$ cat src/dwag_pkg.sv
// Shared types and constants of the distance window acceptance gate.
// Used by the controller, the datapath and the top level; depends on nothing.
package dwag_pkg;

  localparam int unsigned CFG_IDX_W  = 3;
  localparam int unsigned CFG_DATA_W = 20;

  localparam logic [CFG_IDX_W-1:0] REG_ENABLED   = 3'd0;
  localparam logic [CFG_IDX_W-1:0] REG_MIN_PATH  = 3'd1;
  localparam logic [CFG_IDX_W-1:0] REG_MAX_POS   = 3'd2;
  localparam logic [CFG_IDX_W-1:0] REG_MAX_YAW   = 3'd3;
  localparam logic [CFG_IDX_W-1:0] REG_MAX_VEL   = 3'd4;
  localparam logic [CFG_IDX_W-1:0] REG_MAX_FGRAD = 3'd5;
  localparam logic [CFG_IDX_W-1:0] REG_MAX_YGRAD = 3'd6;
  localparam logic [CFG_IDX_W-1:0] REG_MAX_OUTL  = 3'd7;

  localparam logic [1:0] DEC_MONITOR  = 2'd0;
  localparam logic [1:0] DEC_REJECTED = 2'd1;
  localparam logic [1:0] DEC_ACCEPTED = 2'd2;
  localparam logic [1:0] DEC_LATCHED  = 2'd3;

  localparam logic OP_OBSERVE = 1'b0;
  localparam logic OP_RESTART = 1'b1;

  typedef struct packed {
    logic capture;
    logic clear;
    logic ovf_drop;
    logic push;
    logic trim_drop;
    logic load_out;
  } cmd_t;

  typedef struct packed {
    logic restart;
    logic bypass;
    logic full;
    logic cnt_gt1;
    logic trim_hit;
    logic out_free;
  } status_t;

endpackage

$ cat src/dwag_ctrl.sv
// Controller state machine of the distance window acceptance gate.
// Depends on dwag_pkg for the command and status structs.
module dwag_ctrl (
  input  logic              clk,
  input  logic              rst_n,
  input  logic              in_valid,
  output logic              in_ready,
  input  dwag_pkg::status_t sts,
  output dwag_pkg::cmd_t    cmd
);

  typedef enum logic [2:0] {
    S_IDLE, S_DECIDE, S_OVF, S_PUSH, S_TRIM_RD, S_TRIM_CMP, S_OUT
  } state_t;

  state_t state_r, state_nxt;

  always_comb begin
    state_nxt = state_r;
    cmd       = '0;
    case (state_r)
      S_IDLE: begin
        cmd.capture = in_valid;
        if (in_valid) state_nxt = S_DECIDE;
      end
      S_DECIDE: begin
        if (sts.restart) begin
          cmd.clear = 1'b1;
          state_nxt = S_IDLE;
        end else if (sts.bypass) begin
          state_nxt = S_OUT;
        end else if (sts.full) begin
          state_nxt = S_OVF;
        end else begin
          state_nxt = S_PUSH;
        end
      end
      S_OVF: begin
        cmd.ovf_drop = 1'b1;
        state_nxt    = S_PUSH;
      end
      S_PUSH: begin
        cmd.push  = 1'b1;
        state_nxt = S_TRIM_RD;
      end
      S_TRIM_RD: begin
        state_nxt = sts.cnt_gt1 ? S_TRIM_CMP : S_OUT;
      end
      S_TRIM_CMP: begin
        if (sts.trim_hit) begin
          cmd.trim_drop = 1'b1;
          state_nxt     = S_TRIM_RD;
        end else begin
          state_nxt = S_OUT;
        end
      end
      S_OUT: begin
        cmd.load_out = sts.out_free;
        if (sts.out_free) state_nxt = S_IDLE;
      end
      default: state_nxt = S_IDLE;
    endcase
  end

  always_ff @(posedge clk) begin
    if (!rst_n) begin
      state_r <= S_IDLE;
    end else begin
      state_r <= state_nxt;
    end
  end

  assign in_ready = (state_r == S_IDLE);

endmodule

$ cat config.mk
export PLATFORM = sky130hd
export DESIGN_NAME = dwag_ctrl
export DESIGN_NICKNAME = d
export VERILOG_FILES = /design/src/dwag_pkg.sv /design/src/dwag_ctrl.sv
export SDC_FILE = /design/constraint.sdc
export NUM_CORES = 1
export LEC_CHECK = 0
export ABC_AREA = 1
export BUFFER_PORTS_ARGS = -buffer_cell sky130_fd_sc_hd__buf_2
export CORE_AREA = 2 2 39 41
export CTS_BUF_LIST = sky130_fd_sc_hd__clkbuf_8
export DETAILED_ROUTE_END_ITERATION = 8
export DIE_AREA = 0 0 41 43
export PLACE_DENSITY = 0.51
export SETUP_SLACK_MARGIN = 0.4
export SLEW_MARGIN = 20
export SYNTH_ARGS = -nofsm -noshare
export SYNTH_HDL_FRONTEND = slang
export SYNTH_SLANG_ARGS = --single-unit
$ cat constraint.sdc
create_clock -name clk -period 2.93 [get_ports clk]
set_clock_uncertainty 0.15 [all_clocks]
set_input_delay 0.293 -clock clk [delete_from_list [all_inputs] [get_ports clk]]
set_output_delay 0.293 -clock clk [all_outputs]
set_load 0.02 [all_outputs]
### Word level (Yosys, flattened, before mapping)

Cells that the tools add are included.

* bits in registers: 3
* latch bits: 0
* memory bits (writable): 0
* ROM bits: 0
* output and inout bits: 7
* logic and storage cells: 27
* memories: 0

* add/sub/neg operators: 0
* multiply operators: 0
* div/mod/pow operators: 0
* order comparisons: 0
* eq/ne operators: 8
* shift-type cells: 0
* multiplexer cells: 16
* bitwise logic cells: 0
* reduce and logical (&&, ||, !) cells: 2

Operators with widths (count)
* 3-bit case mux with 7 select lines: 1
* 3-bit two-way mux: 4
* 3-bit == test, second input constant: 3
* 1-bit two-way mux: 9
* 3-bit by 2-bit == test with 1-bit output, second input constant: 2
* 2-bit two-way mux: 2
* 2-bit != test, second input constant: 2
* 3-bit by 1-bit == test with 1-bit output, second input constant: 1
* 3-bit logical NOT: 1
* 2-bit AND reduction: 1

### Depth between registers and ports, before layout

Gate-level depths: netlist of run 1.

* depth after elaboration: 4
* depth in mapped cells: 8
* mapped depth without buffers: 7

### Worst setup path after synthesis of run 1

No wires, ideal clock.

* kind: register to output
* start: register state_r[2]
* end: output cmd[1] (netlist name)
* data arrival time: 1.172 ns
* path slack: 1.315 ns
* cell stages (with the launch flop): 4
* path buffers: 1
* cells stage by stage: dfxtp_1 -> buf_6 -> inv_4 -> nor4_1

RTL lines
* start, declared: RTL line dwag_ctrl.sv:16 `state_t state_r, state_nxt;`
* start signal, assigned: RTL line dwag_ctrl.sv:69 `state_r <= state_nxt;`
* end, declared: RTL line dwag_ctrl.sv:9 `output dwag_pkg::cmd_t cmd`

==> results of run 1 <==
[kinds of logic after synthesis]
logic type,synth area share
and+or+nand+nor,0.5218
buffers and inverters,0.1981
DFF,0.2319
AOI/OAI and AO/OA,0.04830
[worst max-delay path by stage]
| stage | startpoint | end | slack [ns] | depth (start not counted) |
|---|---|---|---|---|
| global route | state_r[2] | cmd[1] | 1.17 | 3 |
| global placement | state_r[2] | cmd[1] | 1.51 | 3 |
| detailed placement | state_r[2] | cmd[1] | 1.49 | 3 |
| CTS | state_r[2] | cmd[1] | 1.26 | 3 |
| floorplan | state_r[2] | cmd[1] | 1.31 | 3 |
| finish | state_r[2] | cmd[1] | 1.28 | 3 |
[per-layer routing]
metal  share of wire  track usage
met4           0.023      0.08000
met5               0            0
met3           0.072      0.03665
met2            0.49       0.1281
met1            0.41       0.1182
[report_power, final]
| group | switching [mW] | internal (mW) | total (mW) |
|---|---|---|---|
| Combinational | 0.0525 | 0.0313 | 0.0838 |
| Clock | 0.0271 | 0.0892 | 0.116 |
| Sequential | 0.0130 | 0.0480 | 0.0610 |
| Total | 0.0926 | 0.168 | 0.261 |
[final cells by class]
cell class                      instances  area, µm²
Fill cell                             160      996.0
Inverter                               10      40.04
Clock buffer                            3      41.29
Tap cell                               16      20.02
Timing Repair Buffer                   15      75.07
Clock inverter                          1      3.754
Multi-Input combinational cell         31      147.6
Sequential cell                         3      60.06
[worst reg2reg max path, delay by kind of cell (launching register included)]
family | cells | cell delay (ns)
AOI/OAI and AO/OA | 1 | 0.15
and+or+nand+nor | 3 | 0.32
DFF | 1 | 0.49
[synthesized netlist by cell type (all sizes together)]
library cell  number
nor3               2
a21oi              1
buf                1
nand3              3
nand4              5
nor4               1
a21boi             1
dfxtp              3
inv               10
nor2               9
nand2              9
==> impl_metrics.toml, run 1 <==
[worst_setup_path]
worstReg2RegStart = "state_r[2]"
crit_family = "flip-flops"
reg2reg_depth = 4
cp-end-kind = "output port"
crit_slowest_cell = "dfxtp_1"
arrival_ns = 1.21
path_max_fanout = 9
critPathBufInv = 2
r2r_slack_ns = 1.72
startpoint_type = "flop"
required_ns = 2.49
cp_cell_sequence = "inv_4, nor4_1, buf_2"
critPathKind = "reg -> out"
slowest_delay_ns = 0.49
timing.rr.end = "state_r[0]"

[timing]
fin_crit_sh = 0.5640
setup_viol = 0
fmax_mhz = 605.2
max_slew_margin = 0.7965
tns_ns = 0
setup_slack_ns = 1.278
hold_ws_ns = 0.1551
fin_crit_ns = 1.652
rsz0062_at_grt = "no"
finalHoldViolCount = 0
worst_pin_slew_ns = 0.3048
slew_violations = 0

[clock_network]
clock_path_buffers = 2
clock_latency_ns = 0.21
clockRootBuffer = "clkbuf_8"
cts_setup_buffers = 0
cts_hold_buf = 0
numCtsBuffers = 3
cts_tree = "done"
h-tree-depth = 1
cts_repair_resize_count = 0
clk_pin_slew_ns = 0.03
cts.sinks = 3

[synth]
synth_warnings = 0
ys_types = 15
synth_area_per_cell_um2 = 5.756
synth_nets = 54
synthCells = 45
synth_area_leaders = "dfxtp_1 23%, nand4_1 12%, nand2_1 12%"
yosysTopAreaCell = "dfxtp_1"
ys_ff_latch = 3
synth_seq_area_share = 0.2319
syn_area_um2 = 259.0
synth_top_area_share = 0.2319

[finish]
finish.utilization = 0.2803
mostFrequentLayoutCell = "buf_2"
largest_reg_flops = 3
antennaDiodeCount = 0
largest-register = "state_r"
fin_cells = 79
top_regs = "state_r x3"
fin_area_um2 = 387.9
area_delta_synth_final_pct = 49.76
final_cell_mix = "15 x buf_2, 8 x nand2_1, 8 x nor2_1, 8 x inv_1, 5 x nand4_1"
drive_gt1_frac = 0.3651
final_nets = 73

[drt]
firstDrtPassIters = 4
wl_per_cell_um = 8.127
via_per_inst = 4.241
drc = 0
ant_nets = 0
vias = 335
drtIter0Drc = 10
drt-total-wl_um = 642

[floorplan]
coreArea_um2 = 1384
rows = 14
initial_core_util = 0.1872
dieArea_um2 = 1763
fp.dieW_um = 41
io_pins = 16
die_h_um = 43

[power_and_ir_drop]
finalPower_mw = 0.2610
vdd_drop_max_mv = 0.1831
p_leak_nw = 0.2304
p_per_area_nw_per_um2 = 672.9

[placement]
dp_hpwl_um = 526.8
io_buffers = 15
pre_cts_ws_ns = 1.485
dp.cells = 75
place_congestion = 0.7143
placed_cell_area_um2 = 342.8

[global_routing]
grt_max_degree = 10
grtUsageTotal = 0.09719
first_global_vias = 298
grt_pass1_wl_mm = 1.131
antenna_found_initial = 0
overflow = 0

[worst_hold_path]
worstHoldStart = "rst_n"
hp-class = "in -> reg"
holdPathEnd = "state_r[2]"
holdPathStages = 3

[run_status]
status = "completed"

[run]
drv_cap = 0
Power figures use the tool's default switching activity.
==> run 2: changes to the inputs <==
--- a/config.mk
+++ b/config.mk
@@ -11,7 +11,7 @@
 export CTS_BUF_LIST = sky130_fd_sc_hd__clkbuf_8
 export DETAILED_ROUTE_END_ITERATION = 8
 export DIE_AREA = 0 0 41 43
-export PLACE_DENSITY = 0.51
+export PLACE_DENSITY = 0.52
 export SETUP_SLACK_MARGIN = 0.4
 export SLEW_MARGIN = 20
 export SYNTH_ARGS = -nofsm -noshare
==> constraint.sdc (replaced) <==
create_clock -name clk -period 1.4 [get_ports clk]
set_clock_uncertainty 0.15 [all_clocks]
set_input_delay 0.14 -clock clk [delete_from_list [all_inputs] [get_ports clk]]
set_output_delay 0.14 -clock clk [all_outputs]
set_load 0.02 [all_outputs]
==> run 2 against run 1 <==
  * Register-to-register slack worse by 1.5 ns
  * Largest cell class unchanged
  * Hold slack worse by 0.069 ns
  * Combinational power grew to 4.1 times the previous value
  * Utilization is 16 points higher
  * Via count is 14% higher
  * Sequential share of layout area is 3.8 points lower
  * Non-clock buffer count is 6 higher
  * Critical endpoint unchanged
  * Sequential power is 150% higher
  * Design area is 57% higher
  * Die area stayed put
==> impl_metrics.toml, run 2 (same netlist as run 1, synthesis figures left out) <==
[worst_hold_path]
hp-class = "in -> reg"

[power_and_ir_drop]
p_leak_nw = 0.2890
p_per_area_nw_per_um2 = 1217
vdd_drop_max_mv = 0.7362

[finish]
register_area_um2 = 71.32
drive_gt1_frac = 0.6232
multi_input_area_um2 = 255.2
final_nets = 79
area_delta_synth_final_pct = 135.7
top_regs = "state_r x3"
final_cell_mix = "8 x inv_1, 8 x buf_2, 7 x buf_6"
finish.utilization = 0.4412
largest-register = "state_r"
antennaDiodeCount = 0
largest_reg_flops = 3
fill_cells = 149

[global_routing]
antenna_found_initial = 0
overflow = 0
grtUsageTotal = 0.1165
first_global_vias = 355
grt_pass1_wl_mm = 1.338
grt_max_degree = 8

[clock_network]
numCtsBuffers = 3
clk_pin_slew_ns = 0.03
clock_latency_ns = 0.22
cts.sinks = 3
h-tree-depth = 1
cts_tree = "done"
clock_path_buffers = 2
clockRootBuffer = "clkbuf_8"

[drt]
drc = 0
via_per_inst = 4.494
vias = 382
drt-total-wl_um = 854
firstDrtPassIters = 1
drtIter0Drc = 0
wl_per_cell_um = 10.05
ant_nets = 0

[floorplan]
io_pins = 16
rows = 14
initial_core_util = 0.1872
die_h_um = 43
fp.dieW_um = 41
coreArea_um2 = 1384
dieArea_um2 = 1763

[timing]
worst_pin_slew_ns = 0.1751
max_slew_margin = 0.8824
fmax_mhz = 756.7
finalHoldViolCount = 0
setup_slack_ns = 0.07841
slew_violations = 0
setup_viol = 0
fin_crit_sh = 0.9440
rsz0062_at_grt = "yes"
tns_ns = 0
fin_crit_ns = 1.322

[placement]
dp_hpwl_um = 632.1
io_buffers = 15
pre_cts_ws_ns = 0.2271
place_congestion = 0.6947

[worst_setup_path]
critPathKind = "reg -> out"
cp-end-kind = "output port"
cp_cell_sequence = "nor4_4, buf_4"
startpoint_type = "flop"
arrival_ns = 1.03
path_max_fanout = 6
slowest_delay_ns = 0.38
required_ns = 1.11
crit_slowest_cell = "dfxtp_4"

[run]
drv_cap = 0

[run_status]
status = "completed"
[run 2: worst max-delay path, delay by kind of cell (launching register included)]
| family | cells | cell delay [ns] |
|---|---|---|
| simple gates | 1 | 0.26 |
| buf+inv | 1 | 0.17 |
| flops | 1 | 0.38 |
[run 2: path summary, 6_finish.rpt]
kind | depth (start not counted) | start | to | slack [ns]
max | 2 | state_r[1] | cmd[1] | 0.08
min | 4 | sts[3] | state_r[0] | 0.09
max reg2reg | 7 | state_r[1] | state_r[1] | 0.22
min reg2reg | 3 | state_r[2] | state_r[0] | 0.48
[run 2: layout make-up]
cell class              count  area share
inverters                  10     0.08607
clock buffers               3     0.06762
well taps                  16     0.03279
repair buffers             21      0.2725
multi-input cells          31      0.4180
clock inverters             1    0.006148
flip-flops and latches      3      0.1168
[run 2: where the power goes]
| group | total (mW) | switching (mW) | leakage (nW) | internal, mW |
|---|---|---|---|---|
| sequential | 0.152 | 0.0464 | 0.0267 | 0.106 |
| combinational | 0.343 | 0.176 | 0.235 | 0.167 |
| clock | 0.247 | 0.0606 | 0.0269 | 0.187 |
[run 2: through the flow]
step | cells | hold WS, ns | area, µm² | power [mW]
final | 85 | 0.08592 | 610.6 | 0.7429
after global routing | 85 | 0.1267 | 610.6 | 0.7943
after CTS | 83 | 0.08752 | 560.5 | 0.6977
after detailed placement | 77 | 0.2195 | 449.2 | 0.3938
after global placement | 77 | 0.2117 | 449.2 | 0.3941
after floorplan | 45 | 0.08702 | 350.3 | 0.3310
[run 2: repair_timing]
action	CTS	global route
hold buffers	1	0
gates resized for setup	17	8
buffers inserted	1	2
setup endpoints to repair	10	10
pin swaps	6	4
endpoints found under the hold margin	1	0
[run 2: routing by layer]
| layer | wire length, µm | global-route usage |
|---|---|---|
| met1 | 312 | 0.1190 |
| met4 | 13 | 0.04000 |
| met2 | 471 | 0.1813 |
| met3 | 57 | 0.07853 |
| met5 | 0 | 0 |
