<file path="config.mk">
export PLATFORM = sky130hd
export DESIGN_NAME = dwag_dp
export DESIGN_NICKNAME = d
export VERILOG_FILES = /design/src/dwag_pkg.sv /design/src/dwag_dp.sv
export SDC_FILE = /design/constraint.sdc
export NUM_CORES = 2
export LEC_CHECK = 0
export BUFFER_PORTS_ARGS = -buffer_cell sky130_fd_sc_hd__buf_2
export CELL_PAD_IN_SITES_DETAIL_PLACEMENT = 1
export CELL_PAD_IN_SITES_GLOBAL_PLACEMENT = 2
export CORE_ASPECT_RATIO = 0.5
export CORE_UTILIZATION = 40
export CTS_CLUSTER_SIZE = 8
export DETAILED_ROUTE_END_ITERATION = 16
export GPL_ROUTABILITY_DRIVEN = 1
export PLACE_DENSITY_LB_ADDON = 0.15
export REMOVE_ABC_BUFFERS = 1
export SYNTH_ARGS = -nofsm -noshare
export SYNTH_HDL_FRONTEND = slang
export SYNTH_MEMORY_MAX_BITS = 65536
export SYNTH_SLANG_ARGS = --single-unit
</file>
<file path="constraint.sdc">
create_clock -name clk -period 9.8 [get_ports clk]
set_input_delay 1.96 -clock clk [delete_from_list [all_inputs] [get_ports clk]]
set_output_delay 1.96 -clock clk [all_outputs]
set_load 0.02 [all_outputs]
</file>
<file path="src/dwag_pkg.sv">
// Shared types and constants of the distance window acceptance gate.
// Used by the controller, the datapath and the top level; depends on nothing.
package dwag_pkg;

  localparam int unsigned CFG_IDX_W  = 3;
  localparam int unsigned CFG_DATA_W = 20;

  localparam logic [CFG_IDX_W-1:0] REG_ENABLED   = 3'd0;
  localparam logic [CFG_IDX_W-1:0] REG_MIN_PATH  = 3'd1;
  localparam logic [CFG_IDX_W-1:0] REG_MAX_POS   = 3'd2;
  localparam logic [CFG_IDX_W-1:0] REG_MAX_YAW   = 3'd3;
  localparam logic [CFG_IDX_W-1:0] REG_MAX_VEL   = 3'd4;
  localparam logic [CFG_IDX_W-1:0] REG_MAX_FGRAD = 3'd5;
  localparam logic [CFG_IDX_W-1:0] REG_MAX_YGRAD = 3'd6;
  localparam logic [CFG_IDX_W-1:0] REG_MAX_OUTL  = 3'd7;

  localparam logic [1:0] DEC_MONITOR  = 2'd0;
  localparam logic [1:0] DEC_REJECTED = 2'd1;
  localparam logic [1:0] DEC_ACCEPTED = 2'd2;
  localparam logic [1:0] DEC_LATCHED  = 2'd3;

  localparam logic OP_OBSERVE = 1'b0;
  localparam logic OP_RESTART = 1'b1;

  typedef struct packed {
    logic capture;
    logic clear;
    logic ovf_drop;
    logic push;
    logic trim_drop;
    logic load_out;
  } cmd_t;

  typedef struct packed {
    logic restart;
    logic bypass;
    logic full;
    logic cnt_gt1;
    logic trim_hit;
    logic out_free;
  } status_t;

endpackage

</file>
<file path="src/dwag_dp.sv">
// Datapath of the distance window acceptance gate: registers, ring memory,
// counters and result register. Depends on dwag_pkg.
module dwag_dp #(
  parameter int unsigned DEPTH   = 64,
  parameter int unsigned MIN_OBS = 3
) (
  input  logic                            clk,
  input  logic                            rst_n,
  input  dwag_pkg::cmd_t                  cmd,
  output dwag_pkg::status_t               sts,
  input  logic                            cfg_we,
  input  logic [dwag_pkg::CFG_IDX_W-1:0]  cfg_addr,
  input  logic [dwag_pkg::CFG_DATA_W-1:0] cfg_wdata,
  input  logic                            in_op,
  input  logic [31:0]                     in_frame_id,
  input  logic [31:0]                     in_distance_mm,
  input  logic [15:0]                     in_position_residual,
  input  logic [15:0]                     in_yaw_residual,
  input  logic [15:0]                     in_velocity_error,
  input  logic                            in_baseline_available,
  input  logic                            in_guard_on,
  input  logic [15:0]                     in_field_gradient,
  input  logic [15:0]                     in_yaw_gradient,
  output logic                            out_valid,
  input  logic                            out_ready,
  output logic [31:0]                     out_frame_id_out,
  output logic [1:0]                      out_decision,
  output logic                            out_is_accepted,
  output logic                            out_just_changed,
  output logic [31:0]                     out_start_frame_id,
  output logic [6:0]                      out_window_count,
  output logic [31:0]                     out_path_length_mm,
  output logic [6:0]                      out_valid_count,
  output logic                            out_overflowed
);

  localparam int unsigned AW = (DEPTH > 1) ? $clog2(DEPTH) : 1;
  localparam int unsigned CW = $clog2(DEPTH + 1);
  localparam int unsigned PW = CW + 17;
  localparam logic [CW-1:0] DEPTH_C = CW'(DEPTH);
  localparam logic [AW:0]   DEPTH_A = (AW + 1)'(DEPTH);

  logic        en_r;
  logic [19:0] min_path_r;
  logic [15:0] max_pos_r, max_yaw_r, max_vel_r, max_fgrad_r, max_ygrad_r;
  logic [14:0] max_outl_r;

  logic        op_r, base_r, guard_r;
  logic [31:0] fid_r, dist_r;
  logic [15:0] pos_r, yaw_r, vel_r, fgrad_r, ygrad_r;

  logic [AW-1:0] head_r;
  logic [CW-1:0] cnt_r, vtot_r, size_r;
  logic          latched_r, ovf_r;
  logic [31:0]   start_id_r, start_dist_r;
  logic [31:0]   head_id_r, head_dist_r;
  logic          head_vld_r;

  logic [64:0]   mem [DEPTH];
  logic [64:0]   rd_r;

  logic          sample_ok;
  logic [AW-1:0] head_p1, wslot;
  logic [AW:0]   sum_p1, sum_w;
  logic [32:0]   trim_lim;
  logic [CW-1:0] vtot_dec;
  logic [PW-1:0] lhs, rhs;
  logic [16:0]   keep_frac;
  logic [31:0]   path;
  logic          accept_now;

  assign sample_ok = base_r && guard_r && (pos_r <= max_pos_r) && (yaw_r <= max_yaw_r) &&
                     (vel_r <= max_vel_r) && (fgrad_r <= max_fgrad_r) &&
                     (ygrad_r <= max_ygrad_r);

  assign sum_p1  = {1'b0, head_r} + (AW + 1)'(1);
  assign head_p1 = (sum_p1 >= DEPTH_A) ? AW'(sum_p1 - DEPTH_A) : AW'(sum_p1);
  assign sum_w   = {1'b0, head_r} + (AW + 1)'(cnt_r);
  assign wslot   = (sum_w >= DEPTH_A) ? AW'(sum_w - DEPTH_A) : AW'(sum_w);

  assign trim_lim = {1'b0, rd_r[31:0]} + 33'(min_path_r);
  assign vtot_dec = (head_vld_r && vtot_r != '0) ? vtot_r - CW'(1) : vtot_r;

  assign keep_frac  = 17'h10000 - 17'(max_outl_r);
  assign lhs        = PW'({vtot_r, 16'h0000});
  assign rhs        = PW'(keep_frac) * PW'(cnt_r);
  assign path       = (dist_r >= head_dist_r) ? dist_r - head_dist_r : 32'd0;
  assign accept_now = (32'(cnt_r) >= 32'(MIN_OBS)) && (path >= 32'(min_path_r)) &&
                      (lhs >= rhs) && sample_ok;

  assign sts.restart  = (op_r == dwag_pkg::OP_RESTART);
  assign sts.bypass   = !en_r || latched_r;
  assign sts.full     = (cnt_r >= DEPTH_C);
  assign sts.cnt_gt1  = (cnt_r > CW'(1));
  assign sts.trim_hit = ({1'b0, dist_r} >= trim_lim);
  assign sts.out_free = !out_valid || out_ready;

  always_ff @(posedge clk) begin
    if (!rst_n) begin
      en_r        <= 1'b1;
      min_path_r  <= 20'd10000;
      max_pos_r   <= 16'd500;
      max_yaw_r   <= 16'd500;
      max_vel_r   <= 16'd300;
      max_fgrad_r <= 16'd50;
      max_ygrad_r <= 16'd500;
      max_outl_r  <= 15'd6554;
    end else if (cfg_we) begin
      case (cfg_addr)
        dwag_pkg::REG_ENABLED:   en_r        <= cfg_wdata[0];
        dwag_pkg::REG_MIN_PATH:  min_path_r  <= cfg_wdata;
        dwag_pkg::REG_MAX_POS:   max_pos_r   <= cfg_wdata[15:0];
        dwag_pkg::REG_MAX_YAW:   max_yaw_r   <= cfg_wdata[15:0];
        dwag_pkg::REG_MAX_VEL:   max_vel_r   <= cfg_wdata[15:0];
        dwag_pkg::REG_MAX_FGRAD: max_fgrad_r <= cfg_wdata[15:0];
        dwag_pkg::REG_MAX_YGRAD: max_ygrad_r <= cfg_wdata[15:0];
        dwag_pkg::REG_MAX_OUTL:  max_outl_r  <= cfg_wdata[14:0];
        default: ;
      endcase
    end
  end

  always_ff @(posedge clk) begin
    if (cmd.capture) begin
      op_r    <= in_op;
      fid_r   <= in_frame_id;
      dist_r  <= in_distance_mm;
      pos_r   <= in_position_residual;
      yaw_r   <= in_yaw_residual;
      vel_r   <= in_velocity_error;
      base_r  <= in_baseline_available;
      guard_r <= in_guard_on;
      fgrad_r <= in_field_gradient;
      ygrad_r <= in_yaw_gradient;
    end
  end

  always_ff @(posedge clk) begin
    if (cmd.push) mem[wslot] <= {sample_ok, fid_r, dist_r};
    rd_r <= mem[head_p1];
  end

  always_ff @(posedge clk) begin
    if (!rst_n || cmd.clear) begin
      head_r       <= '0;
      cnt_r        <= '0;
      vtot_r       <= '0;
      size_r       <= '0;
      latched_r    <= 1'b0;
      start_id_r   <= '0;
      start_dist_r <= '0;
      ovf_r        <= 1'b0;
    end else begin
      if (cmd.capture) ovf_r <= 1'b0;
      if (cmd.ovf_drop || cmd.trim_drop) begin
        vtot_r      <= vtot_dec;
        head_r      <= head_p1;
        cnt_r       <= cnt_r - CW'(1);
        head_id_r   <= rd_r[63:32];
        head_dist_r <= rd_r[31:0];
        head_vld_r  <= rd_r[64];
        if (cmd.ovf_drop) ovf_r <= 1'b1;
      end
      if (cmd.push) begin
        cnt_r <= cnt_r + CW'(1);
        if (sample_ok) vtot_r <= vtot_r + CW'(1);
        if (cnt_r == '0) begin
          head_id_r   <= fid_r;
          head_dist_r <= dist_r;
          head_vld_r  <= sample_ok;
        end
      end
      if (cmd.load_out && en_r && !latched_r) begin
        start_id_r   <= head_id_r;
        start_dist_r <= head_dist_r;
        size_r       <= cnt_r;
        if (accept_now) latched_r <= 1'b1;
      end
    end
  end

  always_ff @(posedge clk) begin
    if (!rst_n) begin
      out_valid <= 1'b0;
    end else if (cmd.load_out) begin
      out_valid <= 1'b1;
    end else if (out_ready) begin
      out_valid <= 1'b0;
    end
  end

  always_ff @(posedge clk) begin
    if (cmd.load_out) begin
      out_frame_id_out   <= fid_r;
      out_decision       <= dwag_pkg::DEC_MONITOR;
      out_is_accepted    <= 1'b0;
      out_just_changed   <= 1'b0;
      out_start_frame_id <= '0;
      out_window_count   <= '0;
      out_path_length_mm <= '0;
      out_valid_count    <= '0;
      out_overflowed     <= 1'b0;
      if (en_r && latched_r) begin
        out_decision       <= dwag_pkg::DEC_LATCHED;
        out_is_accepted    <= 1'b1;
        out_start_frame_id <= start_id_r;
        out_window_count   <= 7'(size_r);
        out_path_length_mm <= (dist_r >= start_dist_r) ? dist_r - start_dist_r : 32'd0;
      end else if (en_r) begin
        if (accept_now) begin
          out_decision <= dwag_pkg::DEC_ACCEPTED;
        end else begin
          out_decision <= sample_ok ? dwag_pkg::DEC_MONITOR : dwag_pkg::DEC_REJECTED;
        end
        out_is_accepted    <= accept_now;
        out_just_changed   <= accept_now;
        out_start_frame_id <= head_id_r;
        out_window_count   <= 7'(cnt_r);
        out_path_length_mm <= path;
        out_valid_count    <= 7'(vtot_r);
        out_overflowed     <= ovf_r;
      end
    end
  end

  a_cnt_bound: assert property (@(posedge clk) disable iff (!rst_n)
    cnt_r <= DEPTH_C) else $error("window count beyond depth");

  a_vtot_bound: assert property (@(posedge clk) disable iff (!rst_n)
    vtot_r <= cnt_r) else $error("valid total beyond window count");

  a_drop_shrinks: assert property (@(posedge clk) disable iff (!rst_n)
    (cmd.trim_drop || cmd.ovf_drop) |=> (cnt_r == $past(cnt_r) - CW'(1)))
    else $error("drop did not shrink the window");

  a_trim_keeps_one: assert property (@(posedge clk) disable iff (!rst_n)
    cmd.trim_drop |-> (cnt_r > CW'(1))) else $error("trim emptied the window");

endmodule

</file>
* Word-level counts from Yosys, hierarchy flattened *
Memory sizes are Yosys's and may differ from the RTL's. A register that Yosys moved wholly into a read port is not among the register bits.
Index checks and enable logic that the tools add are counted.

word-level totals
  memories = 1
  flip-flop bits (word level) = 537
  RAM bits = 4160
  input port bits = 180
  word-level logic and storage cells = 148

cells by class
  bitwise logic cells = 1
  multiply operators = 1
  mux-type cells = 36
  reductions and logical operators = 36
  magnitude comparators = 15
  equal/unequal tests = 7
  $add $sub $neg = 12

memories
  memory  depth  width  read ports  clocked after Yosys merged registers in  write ports  line           text
  mem     64     65     1           1                                        1            dwag_dp.sv:59  logic [64:0] mem [DEPTH];

operator list
  kind                                                                              count
  32-bit two-way mux                                                                12
  16-bit <= comparator                                                              5
  32-bit >= comparator                                                              2
  32-bit subtractor                                                                 2
  7-bit two-way mux                                                                 8
  32-bit by 20-bit adder with 33-bit output                                         1
  32-bit by 33-bit >= comparator with 1-bit output                                  1
  32-bit by 20-bit >= comparator with 1-bit output                                  1
  23-bit by 24-bit >= comparator with 1-bit output                                  1
  17-bit by 7-bit multiplier with 24-bit output                                     1
  7-bit >= comparator (second input constant)                                       3
  2-bit AND reduction                                                               9
  17-bit by 15-bit subtractor with 17-bit output (first input constant)             1
  7-bit by 1-bit adder with 7-bit output (second input constant)                    2
  7-bit by 1-bit subtractor with 7-bit output (second input constant)               2
  1-bit logical AND                                                                 13
  3-bit == test (second input constant)                                             4
  1-bit two-way mux                                                                 12
  6-bit two-way mux                                                                 2
  6-bit by 1-bit subtractor with 6-bit output (second input constant)               2
  6-bit by 1-bit adder with 7-bit output (second input constant)                    1
  6-bit by 7-bit adder with 7-bit output                                            1
  7-bit by 2-bit >= comparator with 1-bit output (second input constant)            1
  7-bit by 1-bit greater-than comparator with 1-bit output (second input constant)  1
  other kinds (11)                                                                  20

* Logic depth before layout (Yosys ltp) *
  depth in word-level cells = 9
  gate-level depth with buffers = 36
  gate-level depth less buffers = 36

* Worst setup path before layout *
OpenSTA, ideal clock, no wires.

  path type = flip-flop to flip-flop
  start point = register max_outl_r[2]
  end point = register out_decision[1], data pin
  data required time = 9660 ps
  cell stages (with the launch flop) = 37
  slack = 2368 ps
  path buffers = 0
  period minus slack after synthesis = 7432 ps
  library setup time = 140 ps
  arrival = 7292 ps
  cell sequence = dfxtp_1 nor2_1 nand2_1 nor4_1 nor2b_1 nand2_1 nor2_1 xnor2_1 and2_1 fa_1 fa_1 fa_1 inv_1 fa_1 inv_1 ha_1 a21o_1 a31oi_1 nand2_1 a21o_1 o2111ai_1 nand2_1 a21oi_1 o21bai_1 a31oi_1 xor2_1 ha_1 nand3_1 a311oi_1 nand3_1 nor4_1 o221ai_1 or4_1 o41ai_1 o2111a_1 a21oi_1 nor2b_1

between the ends
  cells in the longest elaborated chain, start to end = 7

ends and longest elaborated chain
  item                                              line            text
  start, declared                                   dwag_dp.sv:46   logic [14:0] max_outl_r;
  start signal, assigned                            dwag_dp.sv:117  dwag_pkg::REG_MAX_OUTL: max_outl_r <= cfg_wdata[14:0];
  17-bit by 15-bit subtractor with 17-bit output    dwag_dp.sv:84   assign keep_frac = 17'h10000 - 17'(max_outl_r);
  17-bit by 7-bit multiplier with 24-bit output     dwag_dp.sv:86   assign rhs = PW'(keep_frac) * PW'(cnt_r);
  23-bit by 24-bit >= comparator with 1-bit output  dwag_dp.sv:89   (lhs >= rhs) && sample_ok;
  1-bit logical AND                                 dwag_dp.sv:88   assign accept_now = (32'(cnt_r) >= 32'(MIN_OBS)) && (path >= 32'(min_path_r)) &&
  1-bit logical AND                                 dwag_dp.sv:89
  2-bit two-way mux                                 dwag_dp.sv:210  if (accept_now) begin
  2-bit two-way mux                                 dwag_dp.sv:209  end else if (en_r) begin
  end signal, assigned                              dwag_dp.sv:204  out_decision <= dwag_pkg::DEC_LATCHED;
  end signal, assigned                              dwag_dp.sv:211  out_decision <= dwag_pkg::DEC_ACCEPTED;
  end signal, assigned                              dwag_dp.sv:213  out_decision <= sample_ok ? dwag_pkg::DEC_MONITOR : dwag_pkg::DEC_REJECTED;
  end, declared                                     dwag_dp.sv:27   output logic [1:0] out_decision,

No other way between the ends.
A chain may end at the register's enable or synchronous reset.

* Worst setup path after layout *
Same ends and word-level chain as after synthesis.

==> flow_metrics.py <==
metrics = {
    "synthesis": {
        "synth_xor_area_frac": 0.006192,
        "synth_top_cell_by_area": "edfxtp_1",
        "synth_compound_area_frac": 0.02413,
        "synth.area.top_cells": "edfxtp_1, mux4_2, dfxtp_1",
        "postSynth.asyncResetShare": 0,
        "synthMuxAreaShare": 0.1667,
        "synthFlopType": "edfxtp_1",
        "synthTopCellsByCount": "edfxtp_1, mux4_2, nand2_1",
        "synth_top_family_by_area": "multiplexers",
        "synth_adder_area_share": 0.02646,
        "synth_area_sq_um": 190900,
        "netlist_instances": 9323,
        "ys_seq_area_frac": 0.7343,
        "synth_top_area_share": 0.7055,
        "yosys_warnings": 0,
        "synth_edf_count": 4486,
        "synthDistinctLibCells": 73,
        "synth_area_per_cell_sq_um": 20.48,
        "ys_seq_elements": 4761,
        "synthSimpleGateAreaFrac": 0.02782,
        "yosysMostFrequentCell": "edfxtp_1",
    },
    "clock_network": {
        "cts_buffers": 667,
        "root_buffer": "clkbuf_16",
        "clkLatencyLatePin_ps": 1060,
        "htree_num_levels": 6,
        "cts_repair_resize_count": 0,
        "cts_buffer_depth": 4,
        "cts_tree": "built",
        "path_clk_slew_ps": 50,
        "clock_sinks": 4761,
        "postCtsHoldBufs": 0,
        "post-cts-setup-buffers": 0,
    },
    "final_layout": {
        "synthToLayoutAreaGrowth_pct": 15.97,
        "largest_registers": "mem: 4160 flops, rd_r: 65 flops",
        "largest_reg_flops": 4160,
        "seq_area_sq_um": 140200,
        "fill_cells": 42970,
        "finalCoreUtilization": 0.4683,
        "drive_gt1_frac": 0.2664,
        "largest_register": "mem",
        "stdcell_area_sq_um": 221400,
        "final_nets": 10710,
        "multi_input_area_sq_um": 48590,
    },
    "sta": {
        "fin_skew_ps": 91.75,
        "period_share": 0.9083,
        "hold_viol_final": 0,
        "layout_setup_ws_ps": 898.2,
        "rsz0062_at_grt": "no",
        "finalSetupTns_ps": 0,
        "tightestPinTransition_ps": 1404,
        "drv_slew": 0,
        "fmax_mhz": 112.3,
        "period_needed_ps": 8902,
        "setup_viol": 0,
        "relSlewSlack": 0.06182,
    },
    "die": {
        "rows": 178,
        "die_w_um": 979.1,
        "initial_utilization": 0.4038,
        "dieArea_sq_um": 480300,
        "die_y_um": 490.6,
        "core_sq_um": 472800,
        "pin_count": 302,
    },
    "worst_hold_path": {
        "hold_path_class": "reg -> reg",
        "hold_depth": 2,
    },
    "placed_design": {
        "pre_cts_ws_ps": 919.9,
        "numPortBuffers": 301,
        "dpl_cell_area_sq_um": 202200,
        "gp_congestion": 0.7954,
        "hpwl_um": 338700,
    },
    "flow_run": {
        "drv_cap": 0,
    },
    "grt": {
        "grt_max_degree": 119,
        "grt_pass1_wl_um": 842600,
        "track_usage": 0.2511,
        "antenna_found_initial": 50,
        "grt_overflow": 0,
        "grt_pass1_vias": 102800,
    },
    "power": {
        "ir_worst_vdd_uv": 192.9,
        "p_per_area_nw_per_um2": 216.7,
        "p_leak_nw": 71.67,
    },
    "worst_setup_path": {
        "r2r_slack_ps": 900,
        "critPathCapture": "out_decision[1]",
        "cp-start-kind": "flop",
        "cp_data_required_time_ps": 10670,
        "r2r_end": "out_decision[1]",
        "end_kind": "flop",
        "worstPathArrival_ps": 9770,
        "reg2reg_depth": 37,
        "cp_max_fo": 7,
        "slowest_delay_ps": 510,
        "crit_slowest_cell": "fa_1",
        "r2r_start": "max_outl_r[2]",
        "path_class": "reg -> reg",
        "crit_start": "max_outl_r[2]",
    },
    "route": {
        "drtIter0Drc": 13050,
        "drtAntennaViolNets": 0,
        "vias_per_cell": 5.960,
        "vias": 100400,
        "drt-total-wl_um": 611500,
        "dr.pass1.iters": 5,
        "drc": 0,
        "wl_per_cell_um": 36.32,
    },
    "status": {
        "status": "complete, no violations",
    },
}
## metrics by stage
stage                     cells  power (W)  hold WS, ps
after floorplan            8887    0.02768        436.0
after global placement    15800    0.02679        441.4
after detailed placement  15800    0.02685        448.4
after CTS                 16830    0.04839        454.0
after global routing      16830    0.04939        469.2
final                     16840    0.04797        453.4
## worst max-delay path, delay by kind of cell (launching register included)
kind / cells / cell delay [ps]
compound gates: 12 / 2350
xor+xnor: 2 / 400
fa+ha+maj: 6 / 2580
buf+inv: 3 / 280
flops: 1 / 340
simple gates: 14 / 2790
## report_power, final
part | internal [W] | switching (W)
Sequential | 0.0227 | 0.000178
Combinational | 0.00132 | 0.00217
Clock | 0.0127 | 0.00891
Total | 0.0367 | 0.0113
## kinds of logic (layout without fill, tap and decap cells)
| kind of cell | count (synthesis) | count (layout) |
|---|---|---|
| flip-flops | 4761 | 4761 |
| AO/OA/AOI/OAI | 723 | 723 |
| buffers and inverters | 721 | 1931 |
| adder cells (fa/ha/maj) | 357 | 357 |
| AND/OR/NAND/NOR | 1152 | 1152 |
| XOR/XNOR | 135 | 135 |
| other | 0 | 6 |
| multiplexers | 1474 | 1474 |
## cells in the final DEF, fill, tap and decap left out, types with 16 or more instances in the layout
cell type / instances
nand2b_1: 27
nand4_1: 52
xor2_1: 49
nor2_4: 65
nand2_1: 545
clkbuf_16: 671
clkbuf_1: 302
a211oi_1: 19
or3_1: 16
mux4_2: 1365
clkinv_16: 23
o21ai_0: 133
o21bai_1: 18
xnor2_1: 82
mux2i_1: 109
a21oi_1: 225
a21o_1: 66
ha_1: 278
dfxtp_1: 272
buf_12: 46
o211ai_1: 50
nor2b_1: 56
nor4_1: 19
and2_1: 110
inv_1: 284
o21a_1: 24
nor3_1: 33
edfxtp_1: 4486
buf_2: 298
a21boi_0: 86
nor2_1: 113
buf_4: 266
nand3_1: 60
fa_1: 78
## area by class of cell
class                   count  share of cell area
diodes                      6          0.00006781
clock buffers             976             0.08114
clock inverters            58            0.005617
inverters                 285            0.004843
multi-input cells        3841              0.2194
flip-flops and latches   4761              0.6333
well taps                6300             0.03560
repair buffers            612             0.02004
## worst min-delay path by stage
| stage | from | end | slack, ps |
|---|---|---|---|
| after detailed placement | start_dist_r[3] | start_dist_r[3] | 450 |
| final | start_dist_r[3] | start_dist_r[3] | 450 |
| after global placement | start_id_r[31] | start_id_r[31] | 440 |
| after CTS | size_r[3] | size_r[3] | 450 |
| after global routing | start_id_r[25] | start_id_r[25] | 470 |
| after floorplan | size_r[0] | size_r[0] | 440 |
## per-layer routing
metal | vias to the layer above | GRT usage | share of wire
met2 | 4099 | 0.3897 | 0.46
met4 | 8 | 0.05267 | 0.022
met1 | 55580 | 0.3787 | 0.44
met3 | 782 | 0.03847 | 0.075
met5 | - | 0 | 0.000075
li1 | 39890 | - | -
Note: power is estimated with default switching activity, not from simulation.
